`config.mk`:
```
export PLATFORM = sky130hd
export DESIGN_NAME = segment_selector_allocator_top
export DESIGN_NICKNAME = d
export VERILOG_FILES = /design/src/hw/rtl/ssa_pkg.sv /design/src/hw/rtl/ssa_free_map.sv /design/src/hw/rtl/ssa_desc_build.sv /design/src/hw/rtl/segment_selector_allocator_top.sv
export SDC_FILE = /design/constraint.sdc
export NUM_CORES = 1
export LEC_CHECK = 0
export BUFFER_PORTS_ARGS = -buffer_cell sky130_fd_sc_hd__buf_2
export CAP_MARGIN = 5
export CORE_MARGIN = 5
export CORE_UTILIZATION = 49
export DETAILED_ROUTE_END_ITERATION = 8
export GPL_TIMING_DRIVEN = 0
export PLACE_DENSITY = 0.77
export SLEW_MARGIN = 25
export SYNTH_ARGS = -nofsm -noshare
export SYNTH_HDL_FRONTEND = slang
export SYNTH_SLANG_ARGS = --single-unit
```
`constraint.sdc`:
```
create_clock -name clk -period 7.35 [get_ports clk]
set_input_delay 0 -clock clk [delete_from_list [all_inputs] [get_ports clk]]
set_output_delay 0 -clock clk [all_outputs]
set_load 0.02 [all_outputs]
```
`src/hw/rtl/ssa_pkg.sv`:
```
// ssa_pkg: shared constants for the segment selector allocator.
// Holds the free-map row geometry, the result status codes, the request kinds and the descriptor constants.
// No dependencies; imported by every module of the block.
`default_nettype none

package ssa_pkg;

    // Free map row geometry: one memory word holds this many slot bits
    localparam int ROW_W  = 64;
    localparam int ROW_BW = 6;

    // Result status codes
    localparam logic [1:0] STAT_OK    = 2'd0;
    localparam logic [1:0] STAT_FULL  = 2'd1;
    localparam logic [1:0] STAT_RANGE = 2'd2;

    // Request kinds
    localparam logic REQ_ALLOC = 1'b0;
    localparam logic REQ_FREE  = 1'b1;

    // Descriptor constants
    localparam logic [4:0]  SEG_TYPE       = 5'h13;
    localparam logic [1:0]  SEG_DPL        = 2'd3;
    localparam logic [31:0] GRAN_THRESHOLD = 32'h0010_0000;

endpackage

`default_nettype wire

```
`src/hw/rtl/ssa_free_map.sv`:
```
// ssa_free_map: free-slot bitmap stored as rows of ROW_W bits in a memory.
// Per-row valid and full flags give the reset state and the row summary.
// Depends on ssa_pkg for the row geometry.
`default_nettype none

module ssa_free_map
    import ssa_pkg::*;
#(
    parameter int ENTRIES = 256,
    parameter int ROWS    = 4,
    parameter int ROW_AW  = 2
) (
    input  wire logic              clk,
    input  wire logic              rst_n,
    input  wire logic              rd_en,
    input  wire logic [ROW_AW-1:0] rd_row,
    output logic      [ROW_W-1:0]  rd_word,
    input  wire logic              wr_en,
    input  wire logic [ROW_AW-1:0] wr_row,
    input  wire logic [ROW_W-1:0]  wr_word,
    output logic      [ROWS-1:0]   row_full
);

    // Valid bits in the last row; bits past ENTRIES are never free
    localparam int LAST_BITS = ENTRIES - (ROWS - 1) * ROW_W;
    localparam logic [ROW_W-1:0] ALL_ONES  = {ROW_W{1'b1}};
    localparam logic [ROW_W-1:0] LAST_MASK = ALL_ONES >> (ROW_W - LAST_BITS);

    logic [ROW_W-1:0] mem [0:ROWS-1];
    logic [ROW_W-1:0] rd_word_reg;
    logic [ROWS-1:0]  row_valid_reg;
    logic [ROWS-1:0]  row_full_reg;
    logic [ROW_W-1:0] rd_mask;
    logic [ROW_W-1:0] wr_mask;
    logic [ROW_W-1:0] wr_masked;

    assign rd_mask   = (32'(rd_row) == ROWS - 1) ? LAST_MASK : ALL_ONES;
    assign wr_mask   = (32'(wr_row) == ROWS - 1) ? LAST_MASK : ALL_ONES;
    assign wr_masked = wr_word & wr_mask;

    // Write port
    always_ff @(posedge clk)
    begin
        if (wr_en)
        begin
            mem[wr_row] <= wr_masked;
        end
    end

    // Registered read; a row never written reads as all free
    always_ff @(posedge clk)
    begin
        if (rd_en)
        begin
            if (row_valid_reg[rd_row])
            begin
                rd_word_reg <= mem[rd_row] & rd_mask;
            end
            else
            begin
                rd_word_reg <= rd_mask;
            end
        end
    end

    // Row summary: written flag and no-free-slot flag
    always_ff @(posedge clk or negedge rst_n)
    begin
        if (!rst_n)
        begin
            row_valid_reg <= '0;
            row_full_reg  <= '0;
        end
        else if (wr_en)
        begin
            row_valid_reg[wr_row] <= 1'b1;
            row_full_reg[wr_row]  <= (wr_masked == '0);
        end
    end

    assign rd_word  = rd_word_reg;
    assign row_full = row_full_reg;

endmodule

`default_nettype wire

```
`src/hw/rtl/ssa_desc_build.sv`:
```
// ssa_desc_build: packs a 32-bit x86 data-segment descriptor from base and limit.
// Sets granularity and scales the limit by 4 KiB when the limit is 1 MiB or more.
// Depends on ssa_pkg for the type, privilege and threshold constants.
`default_nettype none

module ssa_desc_build
    import ssa_pkg::*;
(
    input  wire logic [31:0] base_addr,
    input  wire logic [31:0] limit_value,
    output logic      [31:0] desc_low,
    output logic      [31:0] desc_high
);

    logic        gran;
    logic [31:0] lim;

    // Pick byte or page granularity
    assign gran = (limit_value >= GRAN_THRESHOLD);
    assign lim  = gran ? (limit_value >> 12) : limit_value;

    // Pack low and high dwords
    assign desc_low  = {base_addr[15:0], lim[15:0]};
    assign desc_high = {base_addr[31:24], gran, 1'b1, 1'b0, 1'b0, lim[19:16],
                        1'b1, SEG_DPL, SEG_TYPE, base_addr[23:16]};

endmodule

`default_nettype wire

```
`src/hw/rtl/segment_selector_allocator_top.sv`:
```
// segment_selector_allocator_top: first-free selector allocator with descriptor build.
// Depends on ssa_pkg, ssa_free_map and ssa_desc_build.
//
// Usage:
//   A transaction is accepted at a rising edge with start high and busy low.
//   req_type 0 allocates the lowest free slot x and returns selector x*8+15
//   with the packed data-segment descriptor for base_addr / limit_value.
//   req_type 1 releases slot (selector_in>>3)-1.
//   Each result appears on status, selector_out, desc_low and desc_high for
//   exactly one cycle with done high; the receiver cannot stall it.
// Sequencing:
//   Requests that read the map (allocate with a free slot, in-range free)
//   first read the row from the free-map memory, then modify the row and
//   write it back. done rises the cycle after write-back, and busy is low
//   again in that cycle, so the next request is accepted only then.
//   Allocate with no free slot and an out-of-range free finish at once: done
//   rises in the cycle after acceptance and busy stays low.
//   The row search uses one priority encoder over the per-row full flags and
//   one over the 64-bit row word read from memory.
// Reset:
//   rst_n clears the per-row valid flags, so every slot reads free; no
//   clearing pass is needed.
`default_nettype none

module segment_selector_allocator_top
    import ssa_pkg::*;
#(
    parameter int ENTRIES = 256
) (
    input  wire logic        clk,
    input  wire logic        rst_n,
    input  wire logic        start,
    output logic             busy,
    input  wire logic        req_type,
    input  wire logic [31:0] base_addr,
    input  wire logic [31:0] limit_value,
    input  wire logic [15:0] selector_in,
    output logic             done,
    output logic      [1:0]  status,
    output logic      [15:0] selector_out,
    output logic      [31:0] desc_low,
    output logic      [31:0] desc_high
);

    localparam int ROWS   = (ENTRIES + ROW_W - 1) / ROW_W;
    localparam int ROW_AW = (ROWS > 1) ? $clog2(ROWS) : 1;

    localparam logic ST_IDLE   = 1'b0;
    localparam logic ST_MODIFY = 1'b1;

    logic              state_reg;
    logic              state_next;
    logic              req_reg;
    logic [ROW_AW-1:0] row_reg;
    logic [ROW_BW-1:0] bit_reg;
    logic [31:0]       base_reg;
    logic [31:0]       limit_reg;

    logic              done_reg;
    logic [1:0]        status_reg;
    logic [15:0]       selector_reg;
    logic [31:0]       desc_low_reg;
    logic [31:0]       desc_high_reg;

    logic              accept;
    logic [ROWS-1:0]   row_full;
    logic              any_row;
    logic [ROW_AW-1:0] free_row;
    logic [12:0]       hi_idx;
    logic [12:0]       slot_idx;
    logic [12:0]       slot_row;
    logic              free_ok;
    logic [ROW_AW-1:0] rd_row;
    logic              start_map;

    logic [ROW_W-1:0]  rd_word;
    logic [ROW_W-1:0]  wr_word;
    logic              wr_en;
    logic [ROW_BW-1:0] first_bit;
    logic [31:0]       d_low;
    logic [31:0]       d_high;

    assign busy   = (state_reg != ST_IDLE);
    assign accept = start && !busy;

    // Find the first row that still has a free slot
    always_comb
    begin
        any_row  = 1'b0;
        free_row = '0;
        for (int r = ROWS - 1; r >= 0; r--)
        begin
            if (!row_full[r])
            begin
                any_row  = 1'b1;
                free_row = ROW_AW'(r);
            end
        end
    end

    // Decode the selector to release
    assign hi_idx   = selector_in[15:3];
    assign slot_idx = hi_idx - 13'd1;
    assign slot_row = slot_idx >> ROW_BW;
    assign free_ok  = (hi_idx != 13'd0) && (32'(hi_idx) <= ENTRIES);

    assign rd_row    = (req_type == REQ_ALLOC) ? free_row : slot_row[ROW_AW-1:0];
    assign start_map = accept && ((req_type == REQ_ALLOC) ? any_row : free_ok);

    // Lowest free bit of the fetched row
    always_comb
    begin
        first_bit = '0;
        for (int b = ROW_W - 1; b >= 0; b--)
        begin
            if (rd_word[b])
            begin
                first_bit = ROW_BW'(b);
            end
        end
    end

    // Modify the row: clear for allocate, set for free
    always_comb
    begin
        wr_word = rd_word;
        if (req_reg == REQ_ALLOC)
        begin
            wr_word[first_bit] = 1'b0;
        end
        else
        begin
            wr_word[bit_reg] = 1'b1;
        end
    end

    assign wr_en = (state_reg == ST_MODIFY);

    ssa_free_map #(
        .ENTRIES (ENTRIES),
        .ROWS    (ROWS),
        .ROW_AW  (ROW_AW)
    ) u_free_map (
        .clk      (clk),
        .rst_n    (rst_n),
        .rd_en    (start_map),
        .rd_row   (rd_row),
        .rd_word  (rd_word),
        .wr_en    (wr_en),
        .wr_row   (row_reg),
        .wr_word  (wr_word),
        .row_full (row_full)
    );

    ssa_desc_build u_desc_build (
        .base_addr   (base_reg),
        .limit_value (limit_reg),
        .desc_low    (d_low),
        .desc_high   (d_high)
    );

    // Advance the sequencer
    always_comb
    begin
        state_next = state_reg;
        case (state_reg)
            ST_IDLE:   state_next = start_map ? ST_MODIFY : ST_IDLE;
            ST_MODIFY: state_next = ST_IDLE;
            default:   state_next = ST_IDLE;
        endcase
    end

    always_ff @(posedge clk or negedge rst_n)
    begin
        if (!rst_n)
        begin
            state_reg <= ST_IDLE;
            done_reg  <= 1'b0;
        end
        else
        begin
            state_reg <= state_next;
            done_reg  <= (accept && !start_map) || (state_reg == ST_MODIFY);
        end
    end

    // Hold the request fields for the modify cycle
    always_ff @(posedge clk)
    begin
        if (accept)
        begin
            req_reg   <= req_type;
            row_reg   <= rd_row;
            bit_reg   <= slot_idx[ROW_BW-1:0];
            base_reg  <= base_addr;
            limit_reg <= limit_value;
        end
    end

    // Result registers
    always_ff @(posedge clk)
    begin
        if (accept && !start_map)
        begin
            status_reg    <= (req_type == REQ_ALLOC) ? STAT_FULL : STAT_RANGE;
            selector_reg  <= '0;
            desc_low_reg  <= '0;
            desc_high_reg <= '0;
        end
        else if (state_reg == ST_MODIFY)
        begin
            status_reg <= STAT_OK;
            if (req_reg == REQ_ALLOC)
            begin
                selector_reg  <= (16'({row_reg, first_bit}) << 3) + 16'd15;
                desc_low_reg  <= d_low;
                desc_high_reg <= d_high;
            end
            else
            begin
                selector_reg  <= '0;
                desc_low_reg  <= '0;
                desc_high_reg <= '0;
            end
        end
    end

    assign done         = done_reg;
    assign status       = status_reg;
    assign selector_out = selector_reg;
    assign desc_low     = desc_low_reg;
    assign desc_high    = desc_high_reg;

    // A result follows either a finished modify or an immediate error
    a_done_source: assert property (@(posedge clk) disable iff (!rst_n)
        done |-> ($past(state_reg) == ST_MODIFY) || $past(accept))
        else $error("done without a preceding transaction");

    // The modify state follows an accepted transaction and is left in the next cycle
    a_modify_one: assert property (@(posedge clk) disable iff (!rst_n)
        (state_reg == ST_MODIFY) |-> $past(accept) ##1 (state_reg == ST_IDLE))
        else $error("modify cycle not bounded to one cycle");

    // Allocated selectors always carry TI set and RPL 3
    a_sel_form: assert property (@(posedge clk) disable iff (!rst_n)
        (done && status == STAT_OK && selector_out != 16'd0)
            |-> (selector_out[2:0] == 3'b111))
        else $error("allocated selector malformed");

endmodule

`default_nettype wire

```
* After elaboration in Yosys (flattened, before gate mapping)
Memory sizes are Yosys's and may differ from the RTL's. A register that Yosys moved wholly into a read port is not among the register bits.
Cells that the tools add are included.
** Cells by class
- Add/sub/neg operators :: 2
- $lt $le $gt $ge :: 9
- Multiplexer cells :: 95
- Bitwise operators :: 5
- Reductions and logical operators :: 14
** Operators by type and width (number)
- $mux W6 :: 64
- $and A64 B64 Y64 :: 1
- $logic_not A64 Y1 :: 1
- $mux W32 :: 2
- $mux W64 :: 1
- $not A64 Y64 :: 1
- $or A64 B64 Y64 :: 1
- $ge A32 B21 Y1 const B :: 1
- $mux W20 :: 1
- $mux W2 :: 8
- $lt A6 B7 Y1 const B :: 2
- $le A13 B9 Y1 const B :: 1
- $reduce_bool A13 Y1 :: 1
- $add A11 B4 Y12 const B :: 1
- $demux W1 S6 :: 2
- $ge A6 B1 Y1 const B :: 2
- $mux W1 :: 12
- $mux W12 :: 1
- $sub A8 B1 Y8 const B :: 1
- $logic_and A1 B1 Y1 :: 7
- $lt A2 B3 Y1 const B :: 2
- $bwmux W4 :: 1
- $or A4 B4 Y4 :: 1
- $logic_not A1 Y1 :: 3
- other kinds (7) :: 7
** Word-level totals
- Flip-flop bits (word level) :: 165
- RAM bits :: 256
- Input bits :: 84
- Output and inout port bits :: 84
- Logic and storage cells :: 139
- Memories kept :: 1
** Memories
- u_free_map.mem :: depth 4, width 64, read ports 1, clocked after memory_dff 1, write ports 1, RTL line ssa_free_map.sv:29 : logic [ROW_W-1:0] mem [0:ROWS-1];

* Depth between registers and ports, before layout
Gate-level depths: netlist (run 1).
- Depth after elaboration :: 73
- Gate-level depth with buffers :: 13
- Gate-level depth less buffers :: 11

* By module
A second synthesis (run 1) with hierarchy kept.
** Unflattened totals
- Cells, all modules :: 1238
- Area total of the unflattened synthesis :: 19620.1 um2
** Modules (own cells, without submodules)
- ssa_free_map :: times used 1, cells an instance 512, area each 12064.1 um2, seq. area each 9809.4 um2
- segment_selector_allocator_top :: times used 1, cells an instance 653, area each 6959.2 um2, seq. area each 3783.6 um2
- ssa_desc_build :: times used 1, cells an instance 73, area each 596.8 um2, seq. area each 0.0 um2

* Worst setup path before layout (run 1)
OpenSTA, ideal clock, no wires.
- Path kind :: flip-flop to flip-flop
- Start :: register state_reg (netlist: busy)
- End :: register u_free_map.row_full_reg[0] (netlist: u_free_map.row_full[0])
- Library setup time :: 0.099 ns
- Arrival :: 6.088 ns
- Required time :: 7.251 ns
- Slack :: 1.163 ns
- Stages on the path, launching flop included :: 5
- Buffers on the path :: 1
- Period minus slack after synthesis :: 6.187 ns
- Cell sequence :: dfrtp_1 > clkbuf_1 > nor3b_1 > nand4_1 > o21ai_1
** RTL lines
- start, declared :: RTL line segment_selector_allocator_top.sv:51 : logic state_reg;
- start signal, assigned :: RTL line segment_selector_allocator_top.sv:182 : state_reg <= state_next;
- end signal, assigned by index :: RTL line ssa_free_map.sv:77 : row_full_reg[wr_row] <= (wr_masked == '0);
- end, declared :: RTL line ssa_free_map.sv:32 : logic [ROWS-1:0] row_full_reg;

* Worst setup path in the final report (run 1)
- Start :: register u_free_map.rd_word_reg[36] (netlist: u_free_map.rd_word[36]) (read register of u_free_map.mem)
- End :: register u_free_map.row_full_reg[3] (netlist: u_free_map.row_full[3])
** On the way
- Cells in the longest elaborated chain, start to end :: 46
** Ends and longest elaborated chain
- start, declared :: RTL line ssa_free_map.sv:30 : logic [ROW_W-1:0] rd_word_reg;
- $mux W6 (*) (37 in a row) :: RTL line segment_selector_allocator_top.sv:116 : if (rd_word[b])
- $lt A6 B7 Y1 (not written as such) / $ge A6 B1 Y1 (equally long branches) :: RTL line segment_selector_allocator_top.sv:129 : wr_word[first_bit] = 1'b0;
- $logic_and A1 B1 Y1 (not written as such) :: RTL line segment_selector_allocator_top.sv:129
- $mux W1 (not written as such) :: RTL line segment_selector_allocator_top.sv:129
- $demux W1 S6 (*) :: RTL line segment_selector_allocator_top.sv:129
- $not A64 Y64 (no line) (*)
- $and A64 B64 Y64 (no line) (*)
- $mux W64 (*) :: RTL line segment_selector_allocator_top.sv:127 : if (req_reg == REQ_ALLOC)
- net u_free_map.wr_word[62] :: RTL line ssa_free_map.sv:20 : input wire logic [ROW_W-1:0] wr_word,
- $logic_not A64 Y1 (*) :: RTL line ssa_free_map.sv:77
- $bwmux W4 (*) :: RTL line ssa_free_map.sv:77
Mark *: on every way through the listed nets, which the timed path passes. The rest lies on a longest branch.
A chain may end at the register's enable or synchronous reset.

==> results of run 1 <==
area by class of cell:
type	instances	area (sq um)
tap	532	666
inverter	29	116
timing repair buffer	257	1830
multi-input combinational	1141	6310
clock inverter	32	357
sequential	468	13400
buffer	118	528
clock buffer	53	1220
fill	3040	16400
metal layers:
layer	up-vias	wire length (um)
met5	-	0
met4	0	3100
met3	211	7300
met2	1115	29300
met1	7763	23900
li1	7107	-
synth_stat cells (all sizes together), types with 8 or more instances:
master    n
nor3     33
o211ai    8
nand4    10
nand2b   13
nand2   330
a22o     36
buf      36
inv      29
mux2i    14
nor2     64
edfxtp  395
a21o     70
dfxtp    63
o21ai    57
and3      9
clkbuf   82
or4      12
nor4     40
a21oi   153
xor2      8
nand3   140
and2      9
nor2b    11
dfrtp    10
power by group through the flow:
| stage | logic [mW] | registers, mW | clock network (mW) |
|---|---|---|---|
| after floorplan | 0.315 | 3.17 | 0 |
| after global placement | 0.555 | 3.16 | 0 |
| after detailed placement | 0.585 | 3.15 | 0 |
| after CTS | 0.621 | 3.10 | 2.43 |
| after global routing | 0.683 | 3.11 | 2.56 |
| final | 0.639 | 3.11 | 2.42 |
worst max path at each step:
stage,start,to,cells past startpoint
after global placement,busy,u_free_map.row_valid_reg[0],3
after floorplan,busy,u_free_map.row_full[0],4
after detailed placement,u_free_map.rd_word[36],u_free_map.mem[1][55],8
after CTS,u_free_map.rd_word[17],u_free_map.row_full[3],10
after global routing,u_free_map.rd_word[18],u_free_map.row_full[1],10
final,u_free_map.rd_word[36],u_free_map.row_full[3],10
repair_timing:
action | 4_1_cts | 5_1_grt
hold buffers | 77 | 0
endpoints found under the setup margin | 0 | 0
hold endpoints to repair | 83 | 0
gates resized for setup | 0 | 0
worst reg2reg max path: stages (launching register included):
cell and delay, ps:
sky130_fd_sc_hd__edfxtp_1 510, sky130_fd_sc_hd__or4_1 610, sky130_fd_sc_hd__a2111oi_1 800, sky130_fd_sc_hd__a211oi_1 270, sky130_fd_sc_hd__nor3_2 420, sky130_fd_sc_hd__and3_1 220
sky130_fd_sc_hd__buf_2 330, sky130_fd_sc_hd__a21oi_1 320, sky130_fd_sc_hd__nor4_1 960, sky130_fd_sc_hd__nand4_1 210, sky130_fd_sc_hd__o21ai_1 190
logic make-up (layout without fill, tap and decap cells):
logic type / Yosys count / count (layout) / synth area share [%]
adders and majority gates: 1 / 1 / 0.0618
DFF: 468 / 468 / 66.1
other: 1 / 8 / 0.0185
and+or+nand+nor: 707 / 707 / 16.6
xor gates and xnor gates: 12 / 12 / 0.519
AOI/OAI and AO/OA: 398 / 398 / 12.9
muxes: 15 / 15 / 0.748
buffers and inverters: 147 / 489 / 3.15
==> metrics.json, run 1 <==
{
  "result_of_the_run": {"value": "completed"},
  "clock-sinks": {"value": 468},
  "worst_path_max_delay_cell": {"value": "sky130_fd_sc_hd__nor4_1"},
  "final.setup_skew": {"value": 29.4, "unit": "ps"},
  "timing.hold.ws": {"value": 99.1, "unit": "ps"},
  "floorplan.die.height": {"value": 213, "unit": "um"},
  "net-switching-power": {"value": 1.55, "unit": "mW"},
  "most-common-layout-cells": {"value": "395 x sky130_fd_sc_hd__edfxtp_1, 330 x sky130_fd_sc_hd__nand2_1, 161 x sky130_fd_sc_hd__buf_2, 153 x sky130_fd_sc_hd__a21oi_1, 140 x sky130_fd_sc_hd__nand3_1"},
  "maxCapViolations": {"value": 0},
  "design.die.area": {"value": 0.0455, "unit": "sq mm"},
  "starting_density": {"value": 49.6, "unit": "%"},
  "cts.path.max_buffers": {"value": 3},
  "synth_warnings": {"value": 0},
  "largest_reg_flops": {"value": 256},
  "globalRouteMet2Util": {"value": 44.2, "unit": "%"},
  "ctsRootBufferMaster": {"value": "sky130_fd_sc_hd__clkbuf_16"},
  "layout_worst_path_cycle_share": {"value": 66.5, "unit": "%"},
  "regToRegSetupSlack": {"value": 2460, "unit": "ps"},
  "synth.top_cells.by_area": {"value": "sky130_fd_sc_hd__edfxtp_1 59%, sky130_fd_sc_hd__dfxtp_1 6.2%, sky130_fd_sc_hd__nand2_1 6.1%"},
  "clk_pin_slew_worst_paths": {"value": 70, "unit": "ps"},
  "grt.total_usage": {"value": 27.8, "unit": "%"},
  "power.share.switching": {"value": 25.0, "unit": "%"},
  "critical_path.reg2reg.startpoint": {"value": "u_free_map.rd_word[36]"},
  "max_freq": {"value": 205, "unit": "MHz"},
  "gr-max-usage-layer": {"value": "met2"},
  "via_per_inst": {"value": 6.16},
  "power.combinational.fraction": {"value": 10.4, "unit": "%"},
  "worst_r2r_endpoint": {"value": "u_free_map.row_full[3]"},
  "timing.setup.tns": {"value": 0, "unit": "ps"},
  "post_drt_wl_per_cell": {"value": 24.2, "unit": "um"},
  "detailedPlace.worstSlack": {"value": 2680, "unit": "ps"},
  "number_of_cells_on_the_worst_reg_to_reg_path": {"value": 10},
  "global_route.usage.met1": {"value": 37.2, "unit": "%"},
  "number_of_cell_rows": {"value": 74},
  "syn_area_per_cell": {"value": 11.6, "unit": "sq um"},
  "layout-drive-gt1-share": {"value": 15.1, "unit": "%"},
  "core_area": {"value": 0.0408, "unit": "sq mm"},
  "first_global_vias": {"value": 16200},
  "power.total": {"value": 6.17, "unit": "mW"},
  "worstHoldEndpoint": {"value": "busy"},
  "power-per-cell-area": {"value": 253, "unit": "mW/mm^2"},
  "drt-initial-drc-count": {"value": 2219},
  "grt_antenna_before_repair": {"value": 0},
  "globalplace.congestion": {"value": 1.02},
  "cts_tree": {"value": "yes"},
  "io-pin-count": {"value": 168},
  "dr.pass1.iters": {"value": 6},
  "grt_first_pass_wirelength": {"value": 96.6, "unit": "mm"},
  "slew_headroom": {"value": 22.3, "unit": "%"},
  "hp-class": {"value": "input pin to flip-flop"},
  "grt_use_met3": {"value": 6.23, "unit": "%"},
  "hold_violations": {"value": 0},
  "final_common_cell": {"value": "sky130_fd_sc_hd__edfxtp_1"},
  "share_of_yosys_cell_area_claimed_by_the_top_area_cell_type": {"value": 58.6, "unit": "%"},
  "chipWidth": {"value": 213, "unit": "um"},
  "power_frac_seq": {"value": 50.4, "unit": "%"},
  "io_buffers": {"value": 156},
  "cp_capture_type": {"value": "flip-flop"},
  "path_class": {"value": "flip-flop to flip-flop"},
  "worst_ep_arrival_time": {"value": 5400, "unit": "ps"},
  "remaining_overflow_grt": {"value": 0},
  "timing.critical_path.cells": {"value": "or4_1 > a2111oi_1 > a211oi_1 > nor3_2 > and3_1 > buf_2 > a21oi_1 > nor4_1 > nand4_1 > o21ai_1"},
  "worstPathRequired": {"value": 7870, "unit": "ps"},
  "final_area": {"value": 0.0244, "unit": "sq mm"},
  "cell_area_after_synthesis": {"value": 0.0202, "unit": "sq mm"},
  "drv_slew": {"value": 0},
  "ys_ff_latch": {"value": 468},
  "worst_slew_pin_slew": {"value": 1160, "unit": "ps"},
  "cts_setup_buffers": {"value": 0},
  "synth_enable_flop_cells": {"value": 395},
  "maximum_number_of_pins_on_one_net_before_global_route_repair": {"value": 46},
  "final_util": {"value": 59.8, "unit": "%"},
  "ir_worst_vdd": {"value": 0.239, "unit": "mV"},
  "async_flop_share": {"value": 2.14, "unit": "%"},
  "synth_to_final_area_change": {"value": 20.6, "unit": "%"},
  "place.detailed.instances": {"value": 2468},
  "clkPwrFrac": {"value": 39.3, "unit": "%"},
  "seq_area_frac_synth": {"value": 66.1, "unit": "%"},
  "layout.nets": {"value": 2146},
  "yosysTopAreaCell": {"value": "sky130_fd_sc_hd__edfxtp_1"},
  "cts.htree.levels": {"value": 2},
  "max_stage_delay": {"value": 960, "unit": "ps"},
  "instances_no_fill": {"value": 2630},
  "hold_depth": {"value": 4},
  "synth.distinct_cells": {"value": 77},
  "clk_latency": {"value": 600, "unit": "ps"},
  "drc": {"value": 0},
  "drtAntennaViolNets": {"value": 0},
  "finalWorstSetupSlack": {"value": 2460, "unit": "ps"},
  "cts_made_buffers": {"value": 46},
  "grt_setup_unrepaired": {"value": "false"},
  "placed_area": {"value": 0.0220, "unit": "sq mm"},
  "via_count": {"value": 16200},
  "min_period": {"value": 4890, "unit": "ps"},
  "power_leakage": {"value": 9.02, "unit": "nW"},
  "crit_path_max_fanout": {"value": 9},
  "drt_wl_total": {"value": 63.6, "unit": "mm"},
  "path_delay_family": {"value": "simple AND/OR/NAND/NOR gates"},
  "power_report.internal_total": {"value": 4.62, "unit": "mW"},
  "synthesis.instances": {"value": 1749},
  "cp.buffers_inverters": {"value": 1},
  "insertedDiodeCount": {"value": 0},
  "setup_violations": {"value": 0},
  "critPathLaunchType": {"value": "flip-flop"},
  "min_from": {"value": "selector_in[11]"},
  "synth-main-ff-cell": {"value": "sky130_fd_sc_hd__edfxtp_1"},
  "dpl.hpwl": {"value": 42.7, "unit": "mm"}
}
No activity file was read; power rests on OpenSTA's default activity.
==> run 2, diff against run 1 <==
--- a/config.mk
+++ b/config.mk
@@ -5,13 +5,14 @@
 export SDC_FILE = /design/constraint.sdc
 export NUM_CORES = 1
 export LEC_CHECK = 0
+export ABC_AREA = 1
 export BUFFER_PORTS_ARGS = -buffer_cell sky130_fd_sc_hd__buf_2
 export CAP_MARGIN = 5
 export CORE_MARGIN = 5
 export CORE_UTILIZATION = 49
 export DETAILED_ROUTE_END_ITERATION = 8
 export GPL_TIMING_DRIVEN = 0
-export PLACE_DENSITY = 0.77
+export PLACE_DENSITY = 0.8
 export SLEW_MARGIN = 25
 export SYNTH_ARGS = -nofsm -noshare
 export SYNTH_HDL_FRONTEND = slang
==> constraint.sdc (replaced) <==
create_clock -name clk -period 4.1 [get_ports clk]
set_input_delay 0 -clock clk [delete_from_list [all_inputs] [get_ports clk]]
set_output_delay 0 -clock clk [all_outputs]
set_load 0.02 [all_outputs]
==> run 2 against run 1 <==
  * The run now ends with negative setup slack left
  * Wire length fell by 3.5%
  * Non-clock buffer count rose by 60
  * Final cell count rose by 2.9%
  * Critical endpoint unchanged
  * Combinational power rose by 94%
==> metrics.json, run 2 <==
{
  "synthesis.instances": {"value": 1749, "change": "unchanged"},
  "hold_violations": {"value": 0, "change": "unchanged"},
  "multi_input_comb_area": {"value": 0.00539, "unit": "sq mm", "change": "-14%"},
  "result_of_the_run": {"value": "finished with violations"},
  "syn_area_per_cell": {"value": 11.2, "unit": "sq um", "change": "-3.5%"},
  "worst_path_max_delay_cell": {"value": "sky130_fd_sc_hd__edfxtp_1"},
  "synth-main-ff-cell": {"value": "sky130_fd_sc_hd__edfxtp_1"},
  "cp_capture_type": {"value": "flip-flop"},
  "worst_ep_arrival_time": {"value": 5970, "unit": "ps", "change": "+570 ps"},
  "via_count": {"value": 16300, "change": "+0.38%"},
  "seq_area_frac_synth": {"value": 68.5, "unit": "%", "change": "+2.4 points"},
  "clk_pin_slew_worst_paths": {"value": 60, "unit": "ps", "change": "about the same"},
  "instances_no_fill": {"value": 2705, "change": "+2.9%"},
  "ir_worst_vdd": {"value": 0.408, "unit": "mV", "change": "+71%"},
  "power_leakage": {"value": 9.62, "unit": "nW", "change": "+6.8%"},
  "io_buffers": {"value": 156, "change": "unchanged"},
  "ys_ff_latch": {"value": 468, "change": "unchanged"},
  "worst_slew_pin_slew": {"value": 1130, "unit": "ps", "change": "-30.1 ps"},
  "synth.top_cells.by_area": {"value": "sky130_fd_sc_hd__edfxtp_1 61%, sky130_fd_sc_hd__dfxtp_1 6.5%, sky130_fd_sc_hd__o21ai_0 5.7%"},
  "synth_top_family_by_area": {"value": "simple AND/OR/NAND/NOR gates"},
  "clock-sinks": {"value": 468, "change": "unchanged"},
  "synth-adder-area-share": {"value": 0.0641, "unit": "%", "change": "+0.0022 points"},
  "path_common_cell": {"value": "sky130_fd_sc_hd__buf_4"},
  "remaining_overflow_grt": {"value": 0, "change": "unchanged"},
  "globalplace.congestion": {"value": 0.934, "change": "-8.3%"},
  "layout-drive-gt1-share": {"value": 23.6, "unit": "%", "change": "+8.5 points"},
  "final_common_cell": {"value": "sky130_fd_sc_hd__edfxtp_1"},
  "number_of_cell_rows": {"value": 73, "change": "-1.4%"},
  "seqCellArea": {"value": 0.0134, "unit": "sq mm", "change": "unchanged"},
  "drc": {"value": 0, "change": "unchanged"},
  "finalWorstSetupSlack": {"value": -1380, "unit": "ps", "change": "-3840 ps"},
  "max_stage_delay": {"value": 370, "unit": "ps", "change": "-590 ps"},
  "largest_reg_flops": {"value": 256, "change": "unchanged"},
  "cts.path.max_buffers": {"value": 3, "change": "unchanged"},
  "hp-class": {"value": "input pin to flip-flop"},
  "synth-compound-area-share": {"value": 11.4, "unit": "%", "change": "-1.5 points"},
  "floorplan.die.height": {"value": 210, "unit": "um", "change": "-1.7%"},
  "synth.distinct_cells": {"value": 41, "change": "-47%"},
  "chipWidth": {"value": 210, "unit": "um", "change": "-1.7%"},
  "grt.total_usage": {"value": 26.3, "unit": "%", "change": "-1.6 points"},
  "ctsRootBufferMaster": {"value": "sky130_fd_sc_hd__clkbuf_16"},
  "cts_tree": {"value": "yes"},
  "io-pin-count": {"value": 168, "change": "unchanged"},
  "synth_xor_xnor_area_share": {"value": 0.224, "unit": "%", "change": "-0.30 points"},
  "cts_made_buffers": {"value": 46, "change": "unchanged"},
  "drv_slew": {"value": 0, "change": "unchanged"},
  "synth_to_final_area_change": {"value": 27.9, "unit": "%"},
  "dr.pass1.iters": {"value": 6, "change": "unchanged"},
  "layout_worst_path_cycle_share": {"value": 134, "unit": "%", "change": "+67 points"},
  "final.setup_skew": {"value": 27.2, "unit": "ps", "change": "-2.17 ps"},
  "slew_headroom": {"value": 24.0, "unit": "%", "change": "+1.7 points"},
  "yosysTopAreaCell": {"value": "sky130_fd_sc_hd__edfxtp_1"},
  "clk_latency": {"value": 600, "unit": "ps", "change": "about the same"},
  "yosys.area_share.simple": {"value": 13.4, "unit": "%", "change": "-3.2 points"},
  "drtAntennaViolNets": {"value": 0, "change": "unchanged"},
  "yosysMostFrequentCell": {"value": "sky130_fd_sc_hd__edfxtp_1"},
  "starting_density": {"value": 49.4, "unit": "%", "change": "-0.18 points"},
  "cell_area_after_synthesis": {"value": 0.0195, "unit": "sq mm", "change": "-3.5%"},
  "maximum_number_of_pins_on_one_net_before_global_route_repair": {"value": 46, "change": "unchanged"},
  "first_global_vias": {"value": 16000, "change": "-1.3%"},
  "via_per_inst": {"value": 6.01, "change": "-2.4%"},
  "grt_antenna_before_repair": {"value": 1, "change": "+1"},
  "grt_setup_unrepaired": {"value": "true"},
  "grt_first_pass_wirelength": {"value": 90.3, "unit": "mm", "change": "-6.5%"},
  "layout.nets": {"value": 2226, "change": "+3.7%"},
  "power.total": {"value": 11.2, "unit": "mW", "change": "+81%"},
  "max_freq": {"value": 182, "unit": "MHz", "change": "-11%"},
  "share_of_yosys_cell_area_claimed_by_the_top_area_cell_type": {"value": 60.7, "unit": "%", "change": "+2.1 points"},
  "critPathLaunchType": {"value": "flip-flop"},
  "synth_enable_flop_cells": {"value": 395, "change": "unchanged"},
  "failed_checks": {"value": "negative setup slack"},
  "crit_path_max_fanout": {"value": 4, "change": "-5"},
  "async_flop_share": {"value": 2.14, "unit": "%", "change": "unchanged"},
  "number_of_filler_instances_in_the_final_layout": {"value": 2646, "change": "-13%"},
  "drt-initial-drc-count": {"value": 2166, "change": "-2.4%"},
  "cts.htree.levels": {"value": 2, "change": "unchanged"},
  "design.die.area": {"value": 0.0440, "unit": "sq mm", "change": "-3.3%"},
  "worstPathRequired": {"value": 4580, "unit": "ps", "change": "-3290 ps"},
  "maxCapViolations": {"value": 0, "change": "unchanged"},
  "synth_warnings": {"value": 0, "change": "unchanged"},
  "most-common-layout-cells": {"value": "395 x sky130_fd_sc_hd__edfxtp_1, 221 x sky130_fd_sc_hd__o21ai_0, 178 x sky130_fd_sc_hd__nor2_1, 177 x sky130_fd_sc_hd__nand2_1, 169 x sky130_fd_sc_hd__inv_1"},
  "setup_violations": {"value": 265, "change": "+265"},
  "min_period": {"value": 5480, "unit": "ps", "change": "+595 ps"},
  "place.detailed.instances": {"value": 2461, "change": "-0.28%"},
  "core_area": {"value": 0.0395, "unit": "sq mm", "change": "-3.1%"},
  "dpl.hpwl": {"value": 36.6, "unit": "mm", "change": "-14%"},
  "synth.top_cells.by_count": {"value": "395 x sky130_fd_sc_hd__edfxtp_1, 241 x sky130_fd_sc_hd__nand2_1, 224 x sky130_fd_sc_hd__o21ai_0, 206 x sky130_fd_sc_hd__inv_1, 188 x sky130_fd_sc_hd__nor2_1"},
  "path_class": {"value": "flip-flop to flip-flop"},
  "synth.mux.area_fraction": {"value": 0, "unit": "%", "change": "-0.75 points"},
  "power-per-cell-area": {"value": 448, "unit": "mW/mm^2", "change": "+77%"},
  "drt_wl_total": {"value": 61.4, "unit": "mm", "change": "-3.5%"},
  "post_drt_wl_per_cell": {"value": 22.7, "unit": "um", "change": "-6.1%"}
}
==> run 2: cell types whose count changed after synthesis, sizes merged, moves of 18 or more <==
cell    delta
o221ai    +63
nor2     +127
nand4     +18
a22o      -36
a32o      +35
nor4      -23
nand3     -48
o21ai    +172
a21oi    -136
a21o      -70
nand2     -85
inv      +181
==> run 2: critical path, delay by kind of cell (launching register included) <==
| kind | cells | cell delay (ps) |
|---|---|---|
| AND/OR/NAND/NOR | 8 | 620 |
| buffers and inverters | 35 | 4400 |
| flip-flops | 1 | 370 |
==> run 2: per-layer routing <==
metal	vias up	wire length, um	global-route usage [%]	part of all wire (%)
li1	6983	-	-	-
met1	7637	21000	32.6	34
met2	1355	29300	43.9	48
met3	281	7850	6.67	13
met4	2	3250	11.5	5.3
met5	-	11	0	0.018
==> run 2: power by group <==
group / leakage (nW) / total (mW) / internal (mW) / switching, mW
Sequential: 4.23 / 5.54 / 5.41 / 0.128
Combinational: 4.61 / 1.24 / 0.443 / 0.799
Clock: 0.783 / 4.41 / 2.54 / 1.87
==> run 2: layout make-up <==
type,instances,area share [%]
Clock buffer,60,5.12
Sequential cell,468,53.5
Timing Repair Buffer,336,10.6
Buffer,99,1.97
Inverter,211,3.29
Clock inverter,26,1.24
Tap cell,525,2.63
Antenna cell,1,0.0100
Multi-Input combinational cell,979,21.6
==> run 2: final timing paths <==
path / start / to / slack, ps / cells past startpoint
setup / recovery: u_free_map.rd_word[62] / u_free_map.row_full[3] / -1380 / 43
hold / removal: limit_value[4] / limit_reg[4] / 110 / 2
setup reg to reg: u_free_map.rd_word[62] / u_free_map.row_full[3] / -1380 / 43
hold reg to reg: base_reg[20] / desc_high[4] / 460 / 1
max in group asynchronous: rst_n / u_free_map.row_full[1] / 3330 / 3
min in group asynchronous: rst_n / done / 440 / 3
==> run 2: what timing repair did <==
action / in CTS / in global routing
pin swaps: 7 / 26
cloned: 0 / 5
endpoints found under the setup margin: 265 / 265
gates resized for setup: 72 / 119
buffers inserted: 44 / 31
hold endpoints to repair: 84 / 0
hold buffers: 80 / 0
==> run 2: logic make-up after synthesis <==
group                      Yosys count
adders and majority gates            1
xor gates and xnor gates             5
other                                1
AOI/OAI and AO/OA                  356
DFF                                468
and+or+nand+nor                    608
buffers and inverters              310
==> run 2: through the flow <==
step / utilization, % / setup TNS, ps / hold WS (ps) / setup slack, ps / instance area (sq um)
after floorplan: - / -386 / -296 / -103 / 19600
after global placement: 53.1 / -486740 / -109 / -2060 / 21000
after detailed placement: 54.1 / -80480 / -113 / -952 / 21400
after CTS: 61.4 / -88400 / 79.9 / -812 / 24300
after global routing: 63.1 / -266410 / 86.8 / -1590 / 25000
final: 63.1 / -164640 / 111 / -1380 / 25000
